===== config.mk =====
export PLATFORM = sky130hd
export DESIGN_NAME = line_number_tab_expander_top
export DESIGN_NICKNAME = d
export VERILOG_FILES = /design/src/lnte_pkg.sv /design/src/line_number_tab_expander_top.sv /design/src/lnte_front.sv /design/src/lnte_queue.sv /design/src/lnte_back.sv
export SDC_FILE = /design/constraint.sdc
export NUM_CORES = 1
export LEC_CHECK = 0
export BUFFER_PORTS_ARGS = -buffer_cell sky130_fd_sc_hd__buf_2
export CAP_MARGIN = 20
export CELL_PAD_IN_SITES_DETAIL_PLACEMENT = 0
export CELL_PAD_IN_SITES_GLOBAL_PLACEMENT = 1
export CORE_MARGIN = 5
export CORE_UTILIZATION = 40
export DETAILED_ROUTE_END_ITERATION = 12
export GPL_TIMING_DRIVEN = 0
export HOLD_SLACK_MARGIN = 0.15
export PLACE_DENSITY = 0.65
export SYNTH_ARGS = -nofsm -noshare
export SYNTH_HDL_FRONTEND = slang
export SYNTH_SLANG_ARGS = --single-unit

===== constraint.sdc =====
create_clock -name clk -period 13.3 [get_ports clk]
set_input_delay 2.66 -clock clk [delete_from_list [all_inputs] [get_ports clk]]
set_output_delay 2.66 -clock clk [all_outputs]
set_load 0.01 [all_outputs]

===== src/lnte_pkg.sv =====
// Shared constants, types and helper functions for the line-numbering tab expander.
package lnte_pkg;

  // Line counter and decimal prefix
  localparam int DEFAULT_LINE_DIGITS = 6;
  localparam int MAX_DIGITS          = 9;
  localparam int DIGIT_IDX_BITS      = $clog2(MAX_DIGITS);
  localparam int COUNT_BITS          = 20;
  localparam int MIN_WIDTH           = 4;

  // Column and tab stop
  localparam int COL_BITS    = 16;
  localparam int TAB_BITS    = 6;
  localparam int TAB_MAX     = 32;
  localparam int TAB_RESET   = 8;
  localparam int RUN_BITS    = 5;

  // Command queue between front and back
  localparam int QUEUE_DEPTH = 2;

  // Character codes
  localparam logic [7:0] CH_BS    = 8'h08;
  localparam logic [7:0] CH_TAB   = 8'h09;
  localparam logic [7:0] CH_NL    = 8'h0A;
  localparam logic [7:0] CH_SPACE = 8'h20;
  localparam logic [7:0] CH_ZERO  = 8'h30;
  localparam logic [7:0] CH_COLON = 8'h3A;

  typedef logic [MAX_DIGITS-1:0][3:0] digits_t;

  // One classified item handed from front to back
  typedef struct packed {
    logic                  prefix;   // emit the line-number prefix first
    logic                  is_tab;   // body is a run of spaces
    logic [7:0]            byte_val; // passed byte when not a tab
    logic [TAB_BITS-1:0]   tab_cnt;  // number of spaces, 1..tab stop
    logic [3:0]            width;    // prefix field width, at least four
    logic [3:0]            nsig;     // significant digits, at least one
    digits_t               digits;   // decimal line number, digit 0 lowest
  } cmd_t;

  // Saturation value of the line counter for a given digit count
  function automatic logic [COUNT_BITS-1:0] count_limit(input int digits);
    int unsigned lim;
    lim = 1;
    for (int i = 0; i < digits; i++) lim = lim * 10;
    lim = lim - 1;
    if (lim > (2 ** COUNT_BITS) - 1) lim = (2 ** COUNT_BITS) - 1;
    return lim[COUNT_BITS-1:0];
  endfunction

endpackage


===== src/line_number_tab_expander_top.sv =====
// Top level of the line-numbering tab expander: config register, front, queue and back.
//
// Each input byte yields one output byte, preceded by a line-number prefix
// (at least four digit positions, a colon and three spaces) on the first byte
// of a line; a tab with a nonzero tab stop yields 1 to tab_stop spaces
// instead. The back end emits one output byte per cycle while its output
// register is free or popped, after loading each item. The front end takes
// each item through F_IDLE and F_PUSH, with F_DIV and F_FIN between for an
// expanded tab, whose 16-step remainder of the column by the tab stop runs
// one bit a cycle; it takes no new byte before the push, and a two-entry
// command queue lets that overlap with the back end draining earlier bytes.
// The line counter saturates at 10^LINE_DIGITS - 1 or 2^20 - 1, whichever is
// smaller. tab_stop writes above 32 are stored as 32; cfg_ready is always high.
module line_number_tab_expander_top import lnte_pkg::*; #(
  parameter int LINE_DIGITS = DEFAULT_LINE_DIGITS
) (
  input  logic                clk,
  input  logic                rst,
  input  logic                push,
  output logic                full,
  input  logic [7:0]          in_byte,
  output logic                empty,
  input  logic                pop,
  output logic [7:0]          out_byte,
  output logic                last_of_run,
  input  logic                cfg_valid,
  output logic                cfg_ready,
  input  logic [TAB_BITS-1:0] cfg_data
);

  logic [TAB_BITS-1:0] tab_stop;
  logic                f_valid;
  logic                f_ready;
  cmd_t                f_cmd;
  logic                q_valid;
  logic                q_pop;
  cmd_t                q_cmd;

  assign cfg_ready = 1'b1;

  // Hold the tab stop, clamped to its maximum
  always_ff @(posedge clk) begin
    if (rst) begin
      tab_stop <= TAB_BITS'(TAB_RESET);
    end else if (cfg_valid && cfg_ready) begin
      tab_stop <= (cfg_data > TAB_BITS'(TAB_MAX)) ? TAB_BITS'(TAB_MAX) : cfg_data;
    end
  end

  lnte_front #(.LINE_DIGITS(LINE_DIGITS)) u_front (
    .clk       (clk),
    .rst       (rst),
    .push      (push),
    .full      (full),
    .in_byte   (in_byte),
    .tab_stop  (tab_stop),
    .cmd_valid (f_valid),
    .cmd_ready (f_ready),
    .cmd       (f_cmd)
  );

  lnte_queue u_queue (
    .clk       (clk),
    .rst       (rst),
    .in_valid  (f_valid),
    .in_ready  (f_ready),
    .in_cmd    (f_cmd),
    .out_valid (q_valid),
    .out_ready (q_pop),
    .out_cmd   (q_cmd)
  );

  lnte_back u_back (
    .clk         (clk),
    .rst         (rst),
    .cmd_valid   (q_valid),
    .cmd_pop     (q_pop),
    .cmd         (q_cmd),
    .empty       (empty),
    .pop         (pop),
    .out_byte    (out_byte),
    .last_of_run (last_of_run)
  );

endmodule


===== src/lnte_front.sv =====
// Front end: accepts input items, updates line and column state, sizes tab runs.
module lnte_front import lnte_pkg::*; #(
  parameter int LINE_DIGITS = DEFAULT_LINE_DIGITS
) (
  input  logic                clk,
  input  logic                rst,
  input  logic                push,
  output logic                full,
  input  logic [7:0]          in_byte,
  input  logic [TAB_BITS-1:0] tab_stop,
  output logic                cmd_valid,
  input  logic                cmd_ready,
  output cmd_t                cmd
);

  localparam logic [COUNT_BITS-1:0] LIMIT = count_limit(LINE_DIGITS);
  localparam logic signed [COL_BITS-1:0] COL_MAX = {1'b0, {(COL_BITS-1){1'b1}}};
  localparam logic signed [COL_BITS-1:0] COL_MIN = {1'b1, {(COL_BITS-1){1'b0}}};
  localparam int STEP_BITS = $clog2(COL_BITS);

  typedef enum logic [1:0] {F_IDLE, F_DIV, F_FIN, F_PUSH} fstate_t;

  fstate_t                     state;
  logic [COUNT_BITS-1:0]       line_bin;
  logic [LINE_DIGITS-1:0][3:0] bcd;
  logic [LINE_DIGITS-1:0][3:0] bcd_next;
  logic                        at_line_start;
  logic signed [COL_BITS-1:0]  column;
  logic signed [COL_BITS-1:0]  column_next;
  logic                        prefix;
  logic                        is_tab;
  logic [7:0]                  byte_val;
  logic [TAB_BITS-1:0]         tab_cnt;
  logic [TAB_BITS-1:0]         rem;
  logic [TAB_BITS-1:0]         rem_next;
  logic [COL_BITS-1:0]         shreg;
  logic [COL_BITS-1:0]         col_abs;
  logic                        neg;
  logic [STEP_BITS-1:0]        step;
  logic [TAB_BITS-1:0]         mod_val;
  logic [TAB_BITS-1:0]         run_len;
  logic signed [COL_BITS:0]    col_sum;
  logic                        accept;
  logic                        tab_hit;
  digits_t                     digits_ext;
  logic [3:0]                  nsig;

  assign full    = (state != F_IDLE);
  assign accept  = push && !full;
  assign tab_hit = (in_byte == CH_TAB) && (tab_stop != '0);
  assign col_abs = column[COL_BITS-1] ? (~column + 1'b1) : column;

  // Ripple the decimal increment across the digits
  always_comb begin
    logic carry;
    carry = 1'b1;
    for (int i = 0; i < LINE_DIGITS; i++) begin
      bcd_next[i] = bcd[i];
      if (carry) begin
        if (bcd[i] == 4'd9) begin
          bcd_next[i] = 4'd0;
        end else begin
          bcd_next[i] = bcd[i] + 4'd1;
          carry       = 1'b0;
        end
      end
    end
  end

  // Step the column for a byte that is not an expanded tab
  always_comb begin
    column_next = column;
    if (in_byte == CH_NL) begin
      column_next = '0;
    end else if (in_byte == CH_BS) begin
      if (column != COL_MIN) column_next = column - 1'b1;
    end else begin
      if (column != COL_MAX) column_next = column + 1'b1;
    end
  end

  // One restoring remainder step per cycle
  always_comb begin
    logic [TAB_BITS:0] rs;
    rs = {rem, shreg[COL_BITS-1]};
    if (rs >= {1'b0, tab_stop}) rs = rs - {1'b0, tab_stop};
    rem_next = rs[TAB_BITS-1:0];
  end

  // Floor modulo and run length from the magnitude remainder
  assign mod_val = (neg && rem != '0) ? (tab_stop - rem) : rem;
  assign run_len = tab_stop - mod_val;
  assign col_sum = {column[COL_BITS-1], column} + $signed({{(COL_BITS+1-TAB_BITS){1'b0}}, run_len});

  always_ff @(posedge clk) begin
    if (rst) begin
      state         <= F_IDLE;
      line_bin      <= '0;
      bcd           <= '0;
      at_line_start <= 1'b1;
      column        <= '0;
    end else begin
      case (state)
        F_IDLE: begin
          if (accept) begin
            prefix        <= at_line_start;
            byte_val      <= in_byte;
            at_line_start <= (in_byte == CH_NL);
            if (at_line_start && line_bin < LIMIT) begin
              line_bin <= line_bin + 1'b1;
              bcd      <= bcd_next;
            end
            if (tab_hit) begin
              is_tab <= 1'b1;
              shreg  <= col_abs;
              neg    <= column[COL_BITS-1];
              rem    <= '0;
              step   <= '0;
              state  <= F_DIV;
            end else begin
              is_tab  <= 1'b0;
              tab_cnt <= TAB_BITS'(1);
              column  <= column_next;
              state   <= F_PUSH;
            end
          end
        end
        F_DIV: begin
          rem   <= rem_next;
          shreg <= shreg << 1;
          step  <= step + 1'b1;
          if (step == STEP_BITS'(COL_BITS - 1)) state <= F_FIN;
        end
        F_FIN: begin
          tab_cnt <= run_len;
          if (col_sum > $signed({1'b0, COL_MAX})) column <= COL_MAX;
          else column <= col_sum[COL_BITS-1:0];
          state <= F_PUSH;
        end
        F_PUSH: begin
          if (cmd_ready) state <= F_IDLE;
        end
        default: state <= F_IDLE;
      endcase
    end
  end

  // Widen the digits and count significant ones
  always_comb begin
    digits_ext = '0;
    nsig       = 4'd1;
    for (int i = 0; i < LINE_DIGITS; i++) begin
      digits_ext[i] = bcd[i];
      if (bcd[i] != 4'd0) nsig = 4'(i + 1);
    end
  end

  assign cmd_valid     = (state == F_PUSH);
  assign cmd.prefix    = prefix;
  assign cmd.is_tab    = is_tab;
  assign cmd.byte_val  = byte_val;
  assign cmd.tab_cnt   = tab_cnt;
  assign cmd.nsig      = nsig;
  assign cmd.width     = (nsig < 4'(MIN_WIDTH)) ? 4'(MIN_WIDTH) : nsig;
  assign cmd.digits    = digits_ext;

endmodule


===== src/lnte_queue.sv =====
// Short command queue that decouples the front end from the back end.
module lnte_queue import lnte_pkg::*; (
  input  logic clk,
  input  logic rst,
  input  logic in_valid,
  output logic in_ready,
  input  cmd_t in_cmd,
  output logic out_valid,
  input  logic out_ready,
  output cmd_t out_cmd
);

  localparam int PTR_BITS = (QUEUE_DEPTH > 1) ? $clog2(QUEUE_DEPTH) : 1;
  localparam int CNT_BITS = $clog2(QUEUE_DEPTH + 1);

  cmd_t                entries [QUEUE_DEPTH];
  logic [PTR_BITS-1:0] wr_ptr;
  logic [PTR_BITS-1:0] rd_ptr;
  logic [CNT_BITS-1:0] count;
  logic                do_wr;
  logic                do_rd;

  assign in_ready  = (count != CNT_BITS'(QUEUE_DEPTH));
  assign out_valid = (count != '0);
  assign do_wr     = in_valid && in_ready;
  assign do_rd     = out_valid && out_ready;
  assign out_cmd   = entries[rd_ptr];

  // Store the item at the tail
  always_ff @(posedge clk) begin
    if (do_wr) entries[wr_ptr] <= in_cmd;
  end

  // Advance pointers and occupancy
  always_ff @(posedge clk) begin
    if (rst) begin
      wr_ptr <= '0;
      rd_ptr <= '0;
      count  <= '0;
    end else begin
      if (do_wr) begin
        wr_ptr <= (wr_ptr == PTR_BITS'(QUEUE_DEPTH - 1)) ? '0 : wr_ptr + 1'b1;
      end
      if (do_rd) begin
        rd_ptr <= (rd_ptr == PTR_BITS'(QUEUE_DEPTH - 1)) ? '0 : rd_ptr + 1'b1;
      end
      if (do_wr && !do_rd) count <= count + 1'b1;
      else if (do_rd && !do_wr) count <= count - 1'b1;
    end
  end

endmodule


===== src/lnte_back.sv =====
// Back end: expands each command into output bytes, one per cycle while the output register is free or popped.
module lnte_back import lnte_pkg::*; (
  input  logic       clk,
  input  logic       rst,
  input  logic       cmd_valid,
  output logic       cmd_pop,
  input  cmd_t       cmd,
  output logic       empty,
  input  logic       pop,
  output logic [7:0] out_byte,
  output logic       last_of_run
);

  typedef enum logic [2:0] {B_IDLE, B_PREFIX, B_COLON, B_SP, B_BODY} bstate_t;

  bstate_t             state;
  cmd_t                cur;
  logic [RUN_BITS-1:0] cnt;
  logic                out_valid;
  logic                adv;
  logic                emit;
  logic [7:0]          emit_byte;
  logic                emit_last;
  logic [3:0]          digit;

  assign empty   = !out_valid;
  assign adv     = !out_valid || pop;
  assign cmd_pop = (state == B_IDLE) && cmd_valid;
  assign emit    = (state != B_IDLE) && adv;
  assign digit   = cur.digits[cnt[DIGIT_IDX_BITS-1:0]];

  // Select the byte for the current position
  always_comb begin
    emit_byte = CH_SPACE;
    emit_last = 1'b0;
    case (state)
      B_PREFIX: begin
        if (cnt >= RUN_BITS'(cur.nsig)) emit_byte = CH_SPACE;
        else emit_byte = CH_ZERO + {4'd0, digit};
      end
      B_COLON: emit_byte = CH_COLON;
      B_SP:    emit_byte = CH_SPACE;
      B_BODY: begin
        emit_byte = cur.is_tab ? CH_SPACE : cur.byte_val;
        emit_last = (cnt == '0);
      end
      default: emit_byte = CH_SPACE;
    endcase
  end

  always_ff @(posedge clk) begin
    if (rst) begin
      state     <= B_IDLE;
      out_valid <= 1'b0;
    end else begin
      // Drop the output item once taken
      if (out_valid && pop) out_valid <= 1'b0;
      if (emit) begin
        out_valid   <= 1'b1;
        out_byte    <= emit_byte;
        last_of_run <= emit_last;
      end
      case (state)
        B_IDLE: begin
          if (cmd_valid) begin
            cur <= cmd;
            if (cmd.prefix) begin
              cnt   <= RUN_BITS'(cmd.width - 4'd1);
              state <= B_PREFIX;
            end else begin
              cnt   <= cmd.is_tab ? RUN_BITS'(cmd.tab_cnt - 1'b1) : '0;
              state <= B_BODY;
            end
          end
        end
        B_PREFIX: begin
          if (adv) begin
            if (cnt == '0) state <= B_COLON;
            else cnt <= cnt - 1'b1;
          end
        end
        B_COLON: begin
          if (adv) begin
            cnt   <= RUN_BITS'(2);
            state <= B_SP;
          end
        end
        B_SP: begin
          if (adv) begin
            if (cnt == '0) begin
              cnt   <= cur.is_tab ? RUN_BITS'(cur.tab_cnt - 1'b1) : '0;
              state <= B_BODY;
            end else begin
              cnt <= cnt - 1'b1;
            end
          end
        end
        B_BODY: begin
          if (adv) begin
            if (cnt == '0) state <= B_IDLE;
            else cnt <= cnt - 1'b1;
          end
        end
        default: state <= B_IDLE;
      endcase
    end
  end

endmodule


### Word level (Yosys, flattened, before mapping)

Memories as Yosys holds them, arrays and structs flattened. A register that Yosys moved wholly into a read port is not among the register bits.
Index checks and enable logic that the tools add are counted.

| word-level totals | value |
|---|---|
| word-level logic and storage cells | 249 |
| memories | 1 |
| memory bits (writable) | 92 |
| input port bits | 19 |
| flip-flop bits (word level) | 188 |

| cells by class | value |
|---|---|
| bitwise operators | 2 |
| multiplexer cells | 86 |
| $add $sub $neg | 24 |
| reduce and logical (&&, ||, !) cells | 52 |
| equal/unequal tests | 37 |
| $lt $le $gt $ge | 7 |

Memories:

| name | words | width | read ports | clocked after Yosys merged registers in | write ports | RTL line | RTL |
|---|---|---|---|---|---|---|---|
| u_queue.entries | 2 | 46 | 1 | 1 | 1 | lnte_queue.sv:16 | `cmd_t entries [QUEUE_DEPTH];` |

Operators by type and width:

| operator | count |
|---|---|
| 16-bit 2-to-1 mux | 10 |
| 16-bit one-hot mux with 2 select lines | 2 |
| 5-bit 2-to-1 mux | 9 |
| 6-bit 2-to-1 mux | 7 |
| 3-bit 2-to-1 mux | 13 |
| 4-bit 2-to-1 mux | 9 |
| 16-bit by 1-bit adder with 16-bit output, second input constant | 2 |
| 16-bit != test, second input constant | 2 |
| 4-bit AND reduction | 8 |
| 4-bit by 1-bit adder with 4-bit output, second input constant | 7 |
| 4-bit == test, second input constant | 7 |
| 8-bit by 4-bit == test with 1-bit output, second input constant | 3 |
| 2-bit by 1-bit != test with 1-bit output, second input constant | 12 |
| 6-bit one-hot mux with 2 select lines | 2 |
| 8-bit one-hot mux with 3 select lines | 1 |
| 4-bit nonzero test | 6 |
| 20-bit by 1-bit adder with 20-bit output, second input constant | 1 |
| 20-bit less-than comparator, second input constant | 1 |
| 5-bit one-hot mux with 4 select lines | 1 |
| 1-bit 2-to-1 mux | 18 |
| 6-bit subtractor | 3 |
| 16-bit by 7-bit adder with 17-bit output | 1 |
| 17-bit by 16-bit greater-than comparator with 1-bit output, second input constant | 1 |
| 4-bit binary-select mux with 4-bit select | 1 |
| 42 further kinds | 81 |

### Longest topological paths before layout

Gate-level depths: netlist of run 1.

| logic depth | value |
|---|---|
| depth after elaboration | 8 |
| mapped depth | 23 |
| depth with buffers taken out | 22 |

### By module

A second synthesis of run 1 with hierarchy kept.

| unflattened totals | value |
|---|---|
| cells, all modules | 1323 |
| area total of the unflattened synthesis | 15373.5 sq um |

Modules (own cells, without submodules):

| module | area an instance (sq um) | cells an instance | seq. area each (sq um) | instances |
|---|---|---|---|---|
| lnte_front | 7140.6 | 833 | 2552.4 | 1 |
| lnte_queue | 4536.9 | 211 | 3703.6 | 1 |
| lnte_back | 3443.3 | 251 | 2122.0 | 1 |
| line_number_tab_expander_top | 252.7 | 28 | 120.1 | 1 |

### Worst setup path after synthesis of run 1

Ideal clock, no wire load.

| timing path | value |
|---|---|
| path type | input to register |
| start | input in_byte[2] |
| end | register u_front.column[10] |
| stages on the path | 11 |
| library setup time | 91 ps |
| required time | 13209 ps |
| arrival time | 6058 ps |
| slack | 7151 ps |
| cells stage by stage | or4b_1 -> or3_1 -> nor2_1 -> ha_1 -> a211o_1 -> or3_1 -> o32ai_1 -> xnor2_1 -> a22o_1 -> a21oi_1 -> a311oi_1 |

| between the ends | value |
|---|---|
| cells in the longest elaborated chain, start to end | 6 |
| elaborated cells between the ends (all ways) | 13 |
| those cells by class | eq/ne (6); mux (5); reduce/logical (2) |

RTL lines:

| item | RTL line | RTL |
|---|---|---|
| start, declared | line_number_tab_expander_top.sv:21 | `input logic [7:0] in_byte,` |
| 8-bit by 4-bit == test with 1-bit output | lnte_front.sv:75 | `end else if (in_byte == CH_BS) begin` |
| 16-bit 2-to-1 mux | lnte_front.sv:75 |  |
| 16-bit 2-to-1 mux | lnte_front.sv:73 | `if (in_byte == CH_NL) begin` |
| 16-bit 2-to-1 mux | lnte_front.sv:113 | `if (tab_hit) begin` |
| 16-bit 2-to-1 mux | lnte_front.sv:105 | `if (accept) begin` |
| 16-bit one-hot mux with 2 select lines | lnte_front.sv:103 | `case (state)` |
| end signal, assigned | lnte_front.sv:123 | `column <= column_next;` |
| end signal, assigned | lnte_front.sv:137 | `else column <= col_sum[COL_BITS-1:0];` |
| end, declared | lnte_front.sv:28 | `logic signed [COL_BITS-1:0] column;` |

Parallel ways exist; a longest one is shown, timed or not. The select of a mux whose other input is x is not followed.
A chain may end at the register's enable or synchronous reset.

### Final worst setup path of run 1

| timing path | value |
|---|---|
| start | input in_byte[2] |
| end | register u_front.column[15] |

Same word-level chain as after synthesis.

==> results of run 1 <==
cell type report:
type / instances / area (um^2)
Clock inverter: 19 / 239
Fill cell: 3077 / 17600
Multi-Input combinational cell: 829 / 5750
Clock buffer: 35 / 748
Timing Repair Buffer: 35 / 225
Inverter: 58 / 218
Sequential cell: 263 / 7120
Tap cell: 442 / 553
Buffer: 44 / 171
kinds of logic (layout without fill, tap and decap cells):
logic type / Yosys count / after routing / share of synthesized area (%)
fa+ha+maj: 57 / 57 / 5.67
compound gates: 246 / 246 / 12.2
xor+xnor: 88 / 88 / 5.82
other cells: 1 / 1 / 0.0283
simple gates: 373 / 373 / 14.0
mux: 64 / 64 / 5.58
buf+inv: 102 / 191 / 2.94
flops: 263 / 263 / 53.8
layer usage:
metal,global-route usage [%],share of wire [%]
met1,24.3,49
met2,27.0,45
met3,2.05,3.8
met4,3.48,1.9
met5,0,0
worst max-delay path by stage:
| stage | start | end | slack, ns | cells past startpoint |
|---|---|---|---|---|
| after global placement | in_byte[2] | u_front.column[15]$_SDFFE_PP0P_ | 6.20 | 12 |
| after floorplan | in_byte[2] | u_front.column[10]$_SDFFE_PP0P_ | 7.15 | 11 |
| after detailed placement | in_byte[2] | u_front.column[15]$_SDFFE_PP0P_ | 6.20 | 12 |
| final | in_byte[2] | u_front.column[15]$_SDFFE_PP0P_ | 7.27 | 13 |
| after CTS | in_byte[2] | u_front.column[15]$_SDFFE_PP0P_ | 6.78 | 12 |
| after global routing | in_byte[2] | u_front.column[15]$_SDFFE_PP0P_ | 7.09 | 13 |
layout by cell type (no fill, tap or decap), types with 10 or more instances in the layout:
| master | netlist | routed |
|---|---|---|
| mux2_2 | 38 | 38 |
| clkbuf_16 | 0 | 29 |
| and3_1 | 11 | 10 |
| mux2i_1 | 22 | 22 |
| nor2b_1 | 20 | 20 |
| edfxtp_1 | 185 | 185 |
| a311oi_1 | 11 | 11 |
| nor3_1 | 29 | 29 |
| clkbuf_1 | 39 | 45 |
| o21ai_0 | 80 | 80 |
| nor4_1 | 12 | 12 |
| dfxtp_1 | 78 | 78 |
| nand2_1 | 83 | 83 |
| a21o_1 | 18 | 18 |
| nor2_1 | 100 | 98 |
| a21oi_1 | 59 | 59 |
| nand3_1 | 40 | 40 |
| ha_1 | 52 | 52 |
| buf_2 | 2 | 32 |
| o31ai_1 | 11 | 11 |
| or3_1 | 12 | 12 |
| xnor2_1 | 47 | 47 |
| and2_1 | 10 | 10 |
| xor2_1 | 41 | 41 |
| inv_1 | 58 | 58 |
| nand4_1 | 11 | 11 |
cells in the mapped netlist, types with 7 or more instances:
| cell type | instances |
|---|---|
| nand3_1 | 40 |
| a21oi_1 | 59 |
| o21ai_0 | 80 |
| and2_1 | 10 |
| clkbuf_1 | 39 |
| nor2_1 | 100 |
| a311oi_1 | 11 |
| inv_1 | 58 |
| nand2b_1 | 9 |
| or3_1 | 12 |
| xor2_1 | 41 |
| and3_1 | 11 |
| ha_1 | 52 |
| o31ai_1 | 11 |
| or2_2 | 7 |
| nor4_1 | 12 |
| xnor2_1 | 47 |
| nor2b_1 | 20 |
| mux2_2 | 38 |
| dfxtp_1 | 78 |
| mux2i_1 | 22 |
| nand4_1 | 11 |
| nand2_1 | 83 |
| nor3_1 | 29 |
| edfxtp_1 | 185 |
| a21o_1 | 18 |
power breakdown:
group / switching [uW] / internal, uW
Clock: 325 / 499
Combinational: 498 / 305
Sequential: 75.3 / 1030
flip-flops by register name, summed over array words and instances (netlist names), 6 cells and up, named ones only:
name	count
u_front.cmd	24
u_front.line_bin	20
tab_stop	6
u_front.column	16
u_front.rem	6
u_back.out_byte	8
u_back.cur	41
u_front.byte_val	8
u_front.shreg	16
u_queue.entries	88
metrics by stage:
step           setup slack, ns  hold slack [ns]
6_report                  7.27            0.444
5_1_grt                   7.09            0.450
4_1_cts                   6.78            0.444
3_5_place_dp              6.20            0.430
3_3_place_gp              6.20            0.423
2_1_floorplan             7.15            0.421
critical path, cell delays in order:
cell      delay, ns
buf_2          0.10
or4b_1         0.68
or3_1          0.47
nor2_1         0.28
buf_4          0.27
ha_1           0.31
a21o_1         0.22
a221oi_1       0.46
nor2_1         0.16
o31a_1         0.29
a221o_1        0.38
o21ai_0        0.09
nand3_1        0.09
==> reports/qor.csv, run 1 <==
metric;value;unit
Post-Route Skew;0.00958;ns
Power Dens Cells;182;mW/mm^2
post-route core utilization;46.1;%
RSZ-0062 raised after global routing;no;
Final nets;1336;
Hold Crit Endpoint;u_queue.entries[0][44]$_DFFE_PP_;
number of global-route vias before repair;9140;
clock sinks;263;
Vias;9151;
period utilization;45.3;%
Final Hold Fails;0;
hold_sp;u_front.is_tab$_DFFE_PP_;
ys async rst share;0;%
crit start category;input pin;
VDD IR max;0.000127;V
Die ar.;0.0368;mm^2
Setup Viol. Count Final;0;
DRT Pass-1 Iters;5;
hold path depth;0;
Root Buffer;clkbuf_16;
worst-path maximum fanout;12;
global-route wire length before repair;49400;um
Placed Area;0.0140;mm^2
IO Port Bufs;29;
EDFF count, synth;185;
Clk Latency, worst-skew pair;0.56;ns
hpwl dp;22200;um
Syn Inst Count;1194;
Reg2Reg Setup Slack;8.00;ns
Initial DRC Count;497;
critical path arrival;6.46;ns
RR Endpoint;u_front.column[4]$_SDFFE_PP0P_;
Setup Fix Bufs, Post-CTS;0;
Max Cap Violations;0;
core area;0.0326;mm^2
diode count;0;
post-synthesis instance area;0.0132;mm^2
routability cong.;0.840;
H-tree levels;1;
Final Instance Area;0.0150;mm^2
Die X;192;um
Cells after DPL;1669;
CP required;13.74;ns
initial antenna violation count;0;
relative slew slack;43.6;%
cells on worst reg2reg path;21;
Worst-path clk slew;0.06;ns
CP endpoint kind;register;
total power;2730;uW
sequential area share after synthesis;53.8;%
Tot GR Track Use;16.7;%
setup TNS;0;ns
YS warnings;0;
Synth area leader;edfxtp_1;
reg2reg start;u_front.rem[0]$_SDFFCE_PN0P_;
Finished Layout Cells;1725;
clk buf depth;3;
WL/cell;17.6;um
Initial Utilization;40.6;%
worst min-delay path category;register to register;
Synth Register Bits;263;
synth top area cells;edfxtp_1 (42%), dfxtp_1 (12%), ha_1 (4.9%);
worst slew pin tran;0.837;ns
Die Y;192;um
ratio of cells with drive above 1 in the final layout;11.1;%
Vias/cell;5.30;
post-synth net total;1270;
status;completed;
synth unique cells;76;
P_leak;0.00541;uW
post-CTS resize count;0;
Area Overhead vs Synth;13.5;%
top cell type's share of synthesized area;42.0;%
post-layout min period;6.03;ns
WS Path Type;input pin to register;
final WL;30400;um
# hold bufs at CTS;0;
fin. max-slew vios;0;
Synth Flop Type;edfxtp_1;
Remaining Overflow, GRT;0;
DRC;0;
CTS tree;yes;
Peak Freq;0.166;GHz
num rows;66;
largest net degree at the start of global routing;31;
CTS buffer count;29;
Synth Area per Inst;11.1;um^2
post-route ant nets;0;
I/O pin total;31;
Power figures use the tool's default switching activity.
==> inputs of run 2 (changes only) <==
Settings changed: ABC_AREA set to 1, PLACE_DENSITY 0.65 to 0.68.
Clock period 13.3 ns to 5.55 ns, I/O delays scaled along.
==> run 2 against run 1 <==
  * Count of clock-buffer cells in the layout is 1 higher
  * Synthesized cell count is 40% higher
  * Cell count is 29% higher
  * Largest cell class unchanged
==> reports/qor.csv, run 2 <==
metric;value;unit;change
Power Dens Cells;434;mW/mm^2;+140%
synth unique cells;59;;-22%
CP max-delay cell;dfxtp_1;;
Cells after DPL;2163;;+30%
Vias;10935;;+19%
reg2reg start;tab_stop[0]$_SDFFE_PP0P_;;
Hold Crit Endpoint;u_queue.entries[0][37]$_DFFE_PP_;;
Finished Layout Cells;2219;;+29%
Final Hold Fails;0;;unchanged
initial antenna violation count;0;;unchanged
post-synthesis instance area;0.0141;mm^2;+6.6%
RSZ-0062 raised after global routing;no;;
Largest register FFs;88;;unchanged
Setup Fix Bufs, Post-CTS;0;;unchanged
crit start category;register;;
cell with the most instances after synthesis;nand2_1;;
largest net degree at the start of global routing;31;;unchanged
fin. max-slew vios;0;;unchanged
# hold bufs at CTS;0;;unchanged
Area Overhead vs Synth;13.1;%;
Post-Route Skew;0.0212;ns;+0.0117 ns
commonest non-fill, non-tap cell in the layout;nand2_1;;
CTS tree;yes;;
CP required;6.02;ns;-7.72 ns
CP endpoint kind;register;;
Die ar.;0.0391;mm^2;+6.2%
top routing layer in use;met4;;
Setup WS pre-CTS;1.24;ns;-4.95 ns
period utilization;77.8;%;
post-CTS resize count;0;;unchanged
Final nets;1816;;+36%
final WL;34100;um;+12%
DRT Pass-1 Iters;6;;+1
largest reg by FF count;u_queue.entries;;
met2 wire length;16300;um;+19%
wl on met1;16300;um;+9.1%
hold_sp;u_front.byte_val[1]$_DFFE_PP_;;
routability cong.;0.878;;+4.6%
WS Path Type;register to register;;
Synth Flop Type;edfxtp_1;;
core area;0.0347;mm^2;+6.4%
VDD IR max;0.000280;V;+120%
Synth Area per Inst;8.44;um^2;-24%
num rows;68;;+3.0%
H-tree levels;1;;unchanged
clock sinks;263;;unchanged
post-layout min period;4.32;ns;
ys async rst share;0;%;unchanged
YS warnings;0;;unchanged
Synth Register Bits;263;;unchanged
WL/cell;15.4;um;-13%
DRC;0;;unchanged
Remaining Overflow, GRT;0;;unchanged
RR Endpoint;u_front.column[13]$_SDFFE_PP0P_;;
commonest cells in the netlist;nand2_1 (442), edfxtp_1 (185), nor2_1 (177);;
fillcell total;3443;;+12%
post-synth net total;1749;;+38%
Initial DRC Count;596;;+20%
I/O pin total;31;;unchanged
Syn Inst Count;1673;;+40%
worst slew pin tran;0.886;ns;+0.0489 ns
Setup Viol. Count Final;0;;unchanged
Register Area;0.00712;mm^2;unchanged
Reg2Reg Setup Slack;1.23;ns;-6.77 ns
sequential area share after synthesis;50.4;%;-3.3 points
Max stage delay on crit path;0.46;ns;-0.22 ns
area of the multi-input gates;0.00611;mm^2;+6.2%
most frequent cells in the layout;nand2_1 (442), edfxtp_1 (185), inv_1 (176);;
Tot GR Track Use;17.4;%;+0.69 points
IO Port Bufs;28;;-3.4%
Root Buffer;clkbuf_16;;
Max Cap Violations;0;;unchanged
Vias/cell;4.93;;-7.1%
ratio of cells with drive above 1 in the final layout;8.62;%;-2.5 points
Synth area leader;edfxtp_1;;
critical path arrival;4.79;ns;-1.67 ns
Buf+Inv Stages, Crit Path;5;;+3
EDFF count, synth;185;;unchanged
CTS buffer count;30;;+3.4%
relative slew slack;40.7;%;-2.9 points
number of global-route vias before repair;10377;;+14%
most frequent cell on the critical path;nand2_1;;
clk buf depth;3;;unchanged
worst min-delay path category;register to register;;
P_leak;0.00651;uW;+20%
hold path depth;0;;unchanged
diode count;0;;unchanged
synth top area cells;edfxtp_1 (39%), nand2_1 (12%), dfxtp_1 (11%);;
cell family with the largest share of critical-path delay;adder cells;;
wire length on met3;1170;um;+1.2%
top cell type's share of synthesized area;39.4;%;-2.6 points
global-route wire length before repair;55100;um;+11%
Die Y;198;um;+3.1%
cells on worst reg2reg path;25;;+19%
Peak Freq;0.231;GHz;
worst-path maximum fanout;10;;-2
Worst-path clk slew;0.06;ns;about the same
Clk Latency, worst-skew pair;0.55;ns;about the same
status;completed;;
hpwl dp;25800;um;+16%
Setup WS post-layout;1.23;ns;-6.04 ns
post-route ant nets;0;;unchanged
Die X;198;um;+3.1%
Initial Utilization;40.7;%;+0.067 points
run 2: changes by cell type after synthesis, moves of 32 or more:
| cell | delta |
|---|---|
| xnor2_1 | -32 |
| mux2_2 | -38 |
| inv_1 | +118 |
| nand2_1 | +359 |
| nand3_1 | +77 |
| nor2_1 | +77 |
| a21oi_1 | +48 |
run 2: logic make-up (layout without fill, tap and decap cells):
| logic type | count (synthesis) | count (layout) | synth area share, % |
|---|---|---|---|
| compound gates | 236 | 236 | 9.08 |
| flops | 263 | 263 | 50.4 |
| mux | 2 | 2 | 0.142 |
| xor+xnor | 50 | 50 | 3.10 |
| fa+ha+maj | 57 | 57 | 5.32 |
| other cells | 1 | 1 | 0.0266 |
| simple gates | 840 | 840 | 25.4 |
| buf+inv | 224 | 315 | 6.51 |
run 2: cell type report:
cell class | count | area share, %
clock inverters | 20 | 1.14
multi-input cells | 1186 | 38.3
repair buffers | 35 | 1.40
inverters | 181 | 4.26
clock buffers | 36 | 5.30
flip-flops and latches | 263 | 44.6
plain buffers | 43 | 1.50
well taps | 455 | 3.57
run 2: how the worst max path moves through the flow:
stage / startpoint / to / slack, ns / cells after the start
3_5_place_dp: u_front.rem[0]$_SDFFCE_PN0P_ / u_front.column[5]$_SDFFE_PP0P_ / 1.24 / 27
2_1_floorplan: in_byte[4] / u_front.column[14]$_SDFFE_PP0P_ / 1.43 / 16
5_1_grt: u_front.rem[0]$_SDFFCE_PN0P_ / u_front.column[13]$_SDFFE_PP0P_ / 0.80 / 27
6_report: tab_stop[0]$_SDFFE_PP0P_ / u_front.column[13]$_SDFFE_PP0P_ / 1.23 / 25
3_3_place_gp: in_byte[4] / u_front.column[14]$_SDFFE_PP0P_ / -0.38 / 17
4_1_cts: u_front.rem[0]$_SDFFCE_PN0P_ / u_front.column[13]$_SDFFE_PP0P_ / 1.20 / 27
run 2: report_power, final:
group	total [uW]	switching, uW	internal, uW	leakage [uW]
logic	2240	1510	731	0.00364
clock network	1990	799	1190	0.000504
registers	2700	203	2500	0.00237
run 2: layer usage:
| metal | up-vias | GRT usage, % |
|---|---|---|
| met2 | 149 | 29.7 |
| li1 | 5746 | - |
| met5 | - | 0 |
| met3 | 30 | 2.02 |
| met1 | 5010 | 24.2 |
| met4 | 0 | 3.03 |
run 2: worst reg2reg max path, delay by kind of cell, from the launching register on:
family,cells,cell delay (ns)
AND/OR/NAND/NOR,11,1.00
XOR/XNOR,1,0.15
buffers and inverters,5,0.58
AO/OA/AOI/OAI,4,0.63
flip-flops,1,0.46
adder cells (fa/ha/maj),4,1.41
run 2: per-stage QoR:
stage                     TNS (ns)  area, um^2  total power (uW)  util [%]  hold slack, ns
after floorplan                  0       14100              4280         -           0.421
after global placement       -3.24       14800              4970      42.7           0.424
after detailed placement         0       14900              5000      43.0           0.430
after CTS                        0       16000              7020      46.0           0.444
after global routing             0       16000              7440      46.0           0.457
final                            0       16000              6920      46.0           0.442
==> inputs of run 3 (changes only) <==
Clock period 5.55 ns to 4 ns, I/O delays scaled along.
==> run 3 against run 2 <==
  * Utilization rose by 1.1 points
  * Hold slack got worse by 0.0053 ns
  * Combinational power is 47% higher
  * Sequential share of layout area decreased by 0.99 points
  * Total power increased by 42%
  * Via count is 1.1% higher
  * Fmax up 12%
  * Final area grew 2.3%
  * Clock power rose by 39%
  * Critical endpoint is now u_front.column[4]$_SDFFE_PP0P_
  * Largest cell class unchanged
  * Highest routed layer unchanged
==> reports/qor.csv, run 3 (synthesis results as in run 2) <==
metric;value;unit;change
Die X;198;um;unchanged
Vias/cell;4.95;;+0.45%
DRC;0;;unchanged
most frequent cells in the layout;nand2_1 (426), edfxtp_1 (185), nor2_1 (172);;
Logic pwr share;33.6;%;+1.3 points
Placed Area;0.0149;mm^2;unchanged
sw frac;36.5;%;+0.25 points
initial antenna violation count;0;;unchanged
Setup WS pre-CTS;-0.307;ns;-1.55 ns
worst-path maximum fanout;7;;-3
CTS buffer count;30;;unchanged
CP required;4.44;ns;-1.58 ns
# hold bufs at CTS;0;;unchanged
Post-Route Skew;0.0231;ns;+0.00189 ns
period utilization;96.8;%;+19 points
Sequential Power Share;38.3;%;-0.7 points
Vias;11053;;+1.1%
number of global-route vias before repair;10441;;+0.62%
Die ar.;0.0391;mm^2;unchanged
Setup WS post-layout;0.127;ns;-1.10 ns
H-tree levels;1;;unchanged
core area;0.0347;mm^2;unchanged
VDD IR max;0.000389;V;+39%
relative slew slack;39.5;%;-1.2 points
global-route wire length before repair;55300;um;+0.49%
post-route ant nets;0;;unchanged
Clk Latency, worst-skew pair;0.55;ns;about the same
met1 Use GR;24.3;%;+0.098 points
Power Internal;6220;uW;+41%
hold slack;0.437;ns;-0.00534 ns
worst min-delay path category;input pin to register;;
Initial DRC Count;643;;+7.9%
cells on worst reg2reg path;27;;+8.0%
reg2reg start;u_front.rem[2]$_SDFFCE_PN0P_;;
Worst-path clk slew;0.06;ns;about the same
Final Instance Area;0.0163;mm^2;+2.3%
routability cong.;0.878;;unchanged
Final Hold Fails;0;;unchanged
hpwl dp;25800;um;unchanged
GR Util met2;29.9;%;+0.18 points
DRT Pass-1 Iters;6;;unchanged
Tot GR Track Use;17.5;%;+0.083 points
num rows;68;;unchanged
largest net degree at the start of global routing;31;;unchanged
Hold Crit Endpoint;u_front.byte_val[5]$_DFFE_PP_;;
CTS tree;yes;;
Area Overhead vs Synth;15.8;%;
crit start category;register;;
Peak Freq;0.258;GHz;+12%
Die Y;198;um;unchanged
Final nets;1830;;+0.77%
hold path depth;1;;+1
Remaining Overflow, GRT;0;;unchanged
met3 global-route usage;2.02;%;unchanged
Initial Utilization;40.7;%;unchanged
WS Path Type;register to register;;
hold_sp;in_byte[5];;
largest reg by FF count;u_queue.entries;;
Reg2Reg Setup Slack;0.13;ns;-1.10 ns
Root Buffer;clkbuf_16;;
Setup Viol. Count Final;0;;unchanged
clk buf depth;3;;unchanged
Net Switching;3580;uW;+43%
fin. max-slew vios;0;;unchanged
IO Port Bufs;28;;unchanged
grt peak-use layer;met2;;
CP endpoint kind;register;;
post-layout min period;3.87;ns;-0.447 ns
Largest register FFs;88;;unchanged
critical path arrival;4.32;ns;-0.47 ns
ratio of cells with drive above 1 in the final layout;12.0;%;+3.4 points
P_leak;0.00663;uW;+1.8%
RSZ-0062 raised after global routing;yes;;
clock sinks;263;;unchanged
RR Endpoint;u_front.column[4]$_SDFFE_PP0P_;;
Power Dens Cells;600;mW/mm^2;+38%
commonest non-fill, non-tap cell in the layout;nand2_1;;
WL/cell;15.5;um;+0.66%
status;completed;;
diode count;0;;unchanged
worst slew pin tran;0.905;ns;+0.0185 ns
Max Cap Violations;0;;unchanged
I/O pin total;31;;unchanged
Clock Power Share;28.1;%;-0.6 points
final WL;34600;um;+1.3%
run 3: cell count changes in the layout (fill, tap and decap cells not counted), sizes merged:
cell / previous run / this run
buf: 59 / 73
run 3: final cells by class:
cell class / count / area, um^2
Inverter: 181 / 679
Multi-Input combinational cell: 1186 / 6350
Fill cell: 3407 / 18400
Tap cell: 455 / 569
Buffer: 43 / 245
Sequential cell: 263 / 7120
Clock buffer: 36 / 846
Timing Repair Buffer: 49 / 344
Clock inverter: 20 / 183
run 3: stage by stage:
stage	TNS, ns	utilization [%]	power, uW	cells
after floorplan	0	-	5940	1673
after global placement	-75.95	42.7	6900	2156
after detailed placement	-3.74	43.0	6940	2163
after CTS	0	46.2	9780	2225
after global routing	-2.23	47.1	10500	2233
final	0	47.1	9800	2233
run 3: per-layer routing:
metal,share of wire (%),up-vias,routed length [um]
met3,2.9,34,987
li1,-,5773,-
met5,0,-,0
met4,1.4,0,487
met2,47,129,16400
met1,48,5117,16700
run 3: what timing repair did:
item                                    CTS  global route
gates cloned                              1             0
endpoints found under the setup margin   16            16
setup buffers                             5             8
resized for setup                        14            56
pin swaps                                 2            29
run 3: how the worst max path moves through the flow:
| stage | start | slack (ns) | end | cells after the start |
|---|---|---|---|---|
| final | u_front.rem[2]$_SDFFCE_PN0P_ | 0.13 | u_front.column[4]$_SDFFE_PP0P_ | 27 |
| after global routing | u_front.rem[2]$_SDFFCE_PN0P_ | -0.18 | u_front.column[13]$_SDFFE_PP0P_ | 29 |
| after CTS | tab_stop[0]$_SDFFE_PP0P_ | 0.002 | u_front.column[8]$_SDFFE_PP0P_ | 28 |
| after detailed placement | u_front.rem[0]$_SDFFCE_PN0P_ | -0.31 | u_front.column[5]$_SDFFE_PP0P_ | 27 |
| after global placement | in_byte[4] | -1.62 | u_front.column[14]$_SDFFE_PP0P_ | 17 |
| after floorplan | in_byte[4] | 0.19 | u_front.column[14]$_SDFFE_PP0P_ | 16 |
run 3: power by group through the flow:
stage               Combinational [uW]  Sequential (uW)  Clock [uW]
global placement                  3090             3810           0
global route                      3740             3790        2980
detailed placement                3140             3800           0
finish                            3290             3750        2760
floorplan                         2240             3700           0
CTS                               3190             3750        2840
run 3: worst max-delay path: stages (launching register included):
cell	delay, ns
edfxtp_1	0.45
inv_2	0.12
ha_4	0.21
a21o_1	0.19
a31oi_2	0.16
nor2_1	0.07
nor3_1	0.18
a21oi_1	0.07
ha_1	0.30
nand2_1	0.09
nand2_1	0.07
a21oi_2	0.14
xor2_1	0.20
a21o_1	0.15
nand2_4	0.09
ha_4	0.30
nand2_4	0.05
nor2_1	0.10
nand2_1	0.07
nand2_2	0.11
nand2_2	0.07
nand2_2	0.06
nand2_2	0.06
nand2_4	0.11
buf_6	0.14
nand2_1	0.06
nand2_1	0.08
a21oi_2	0.05
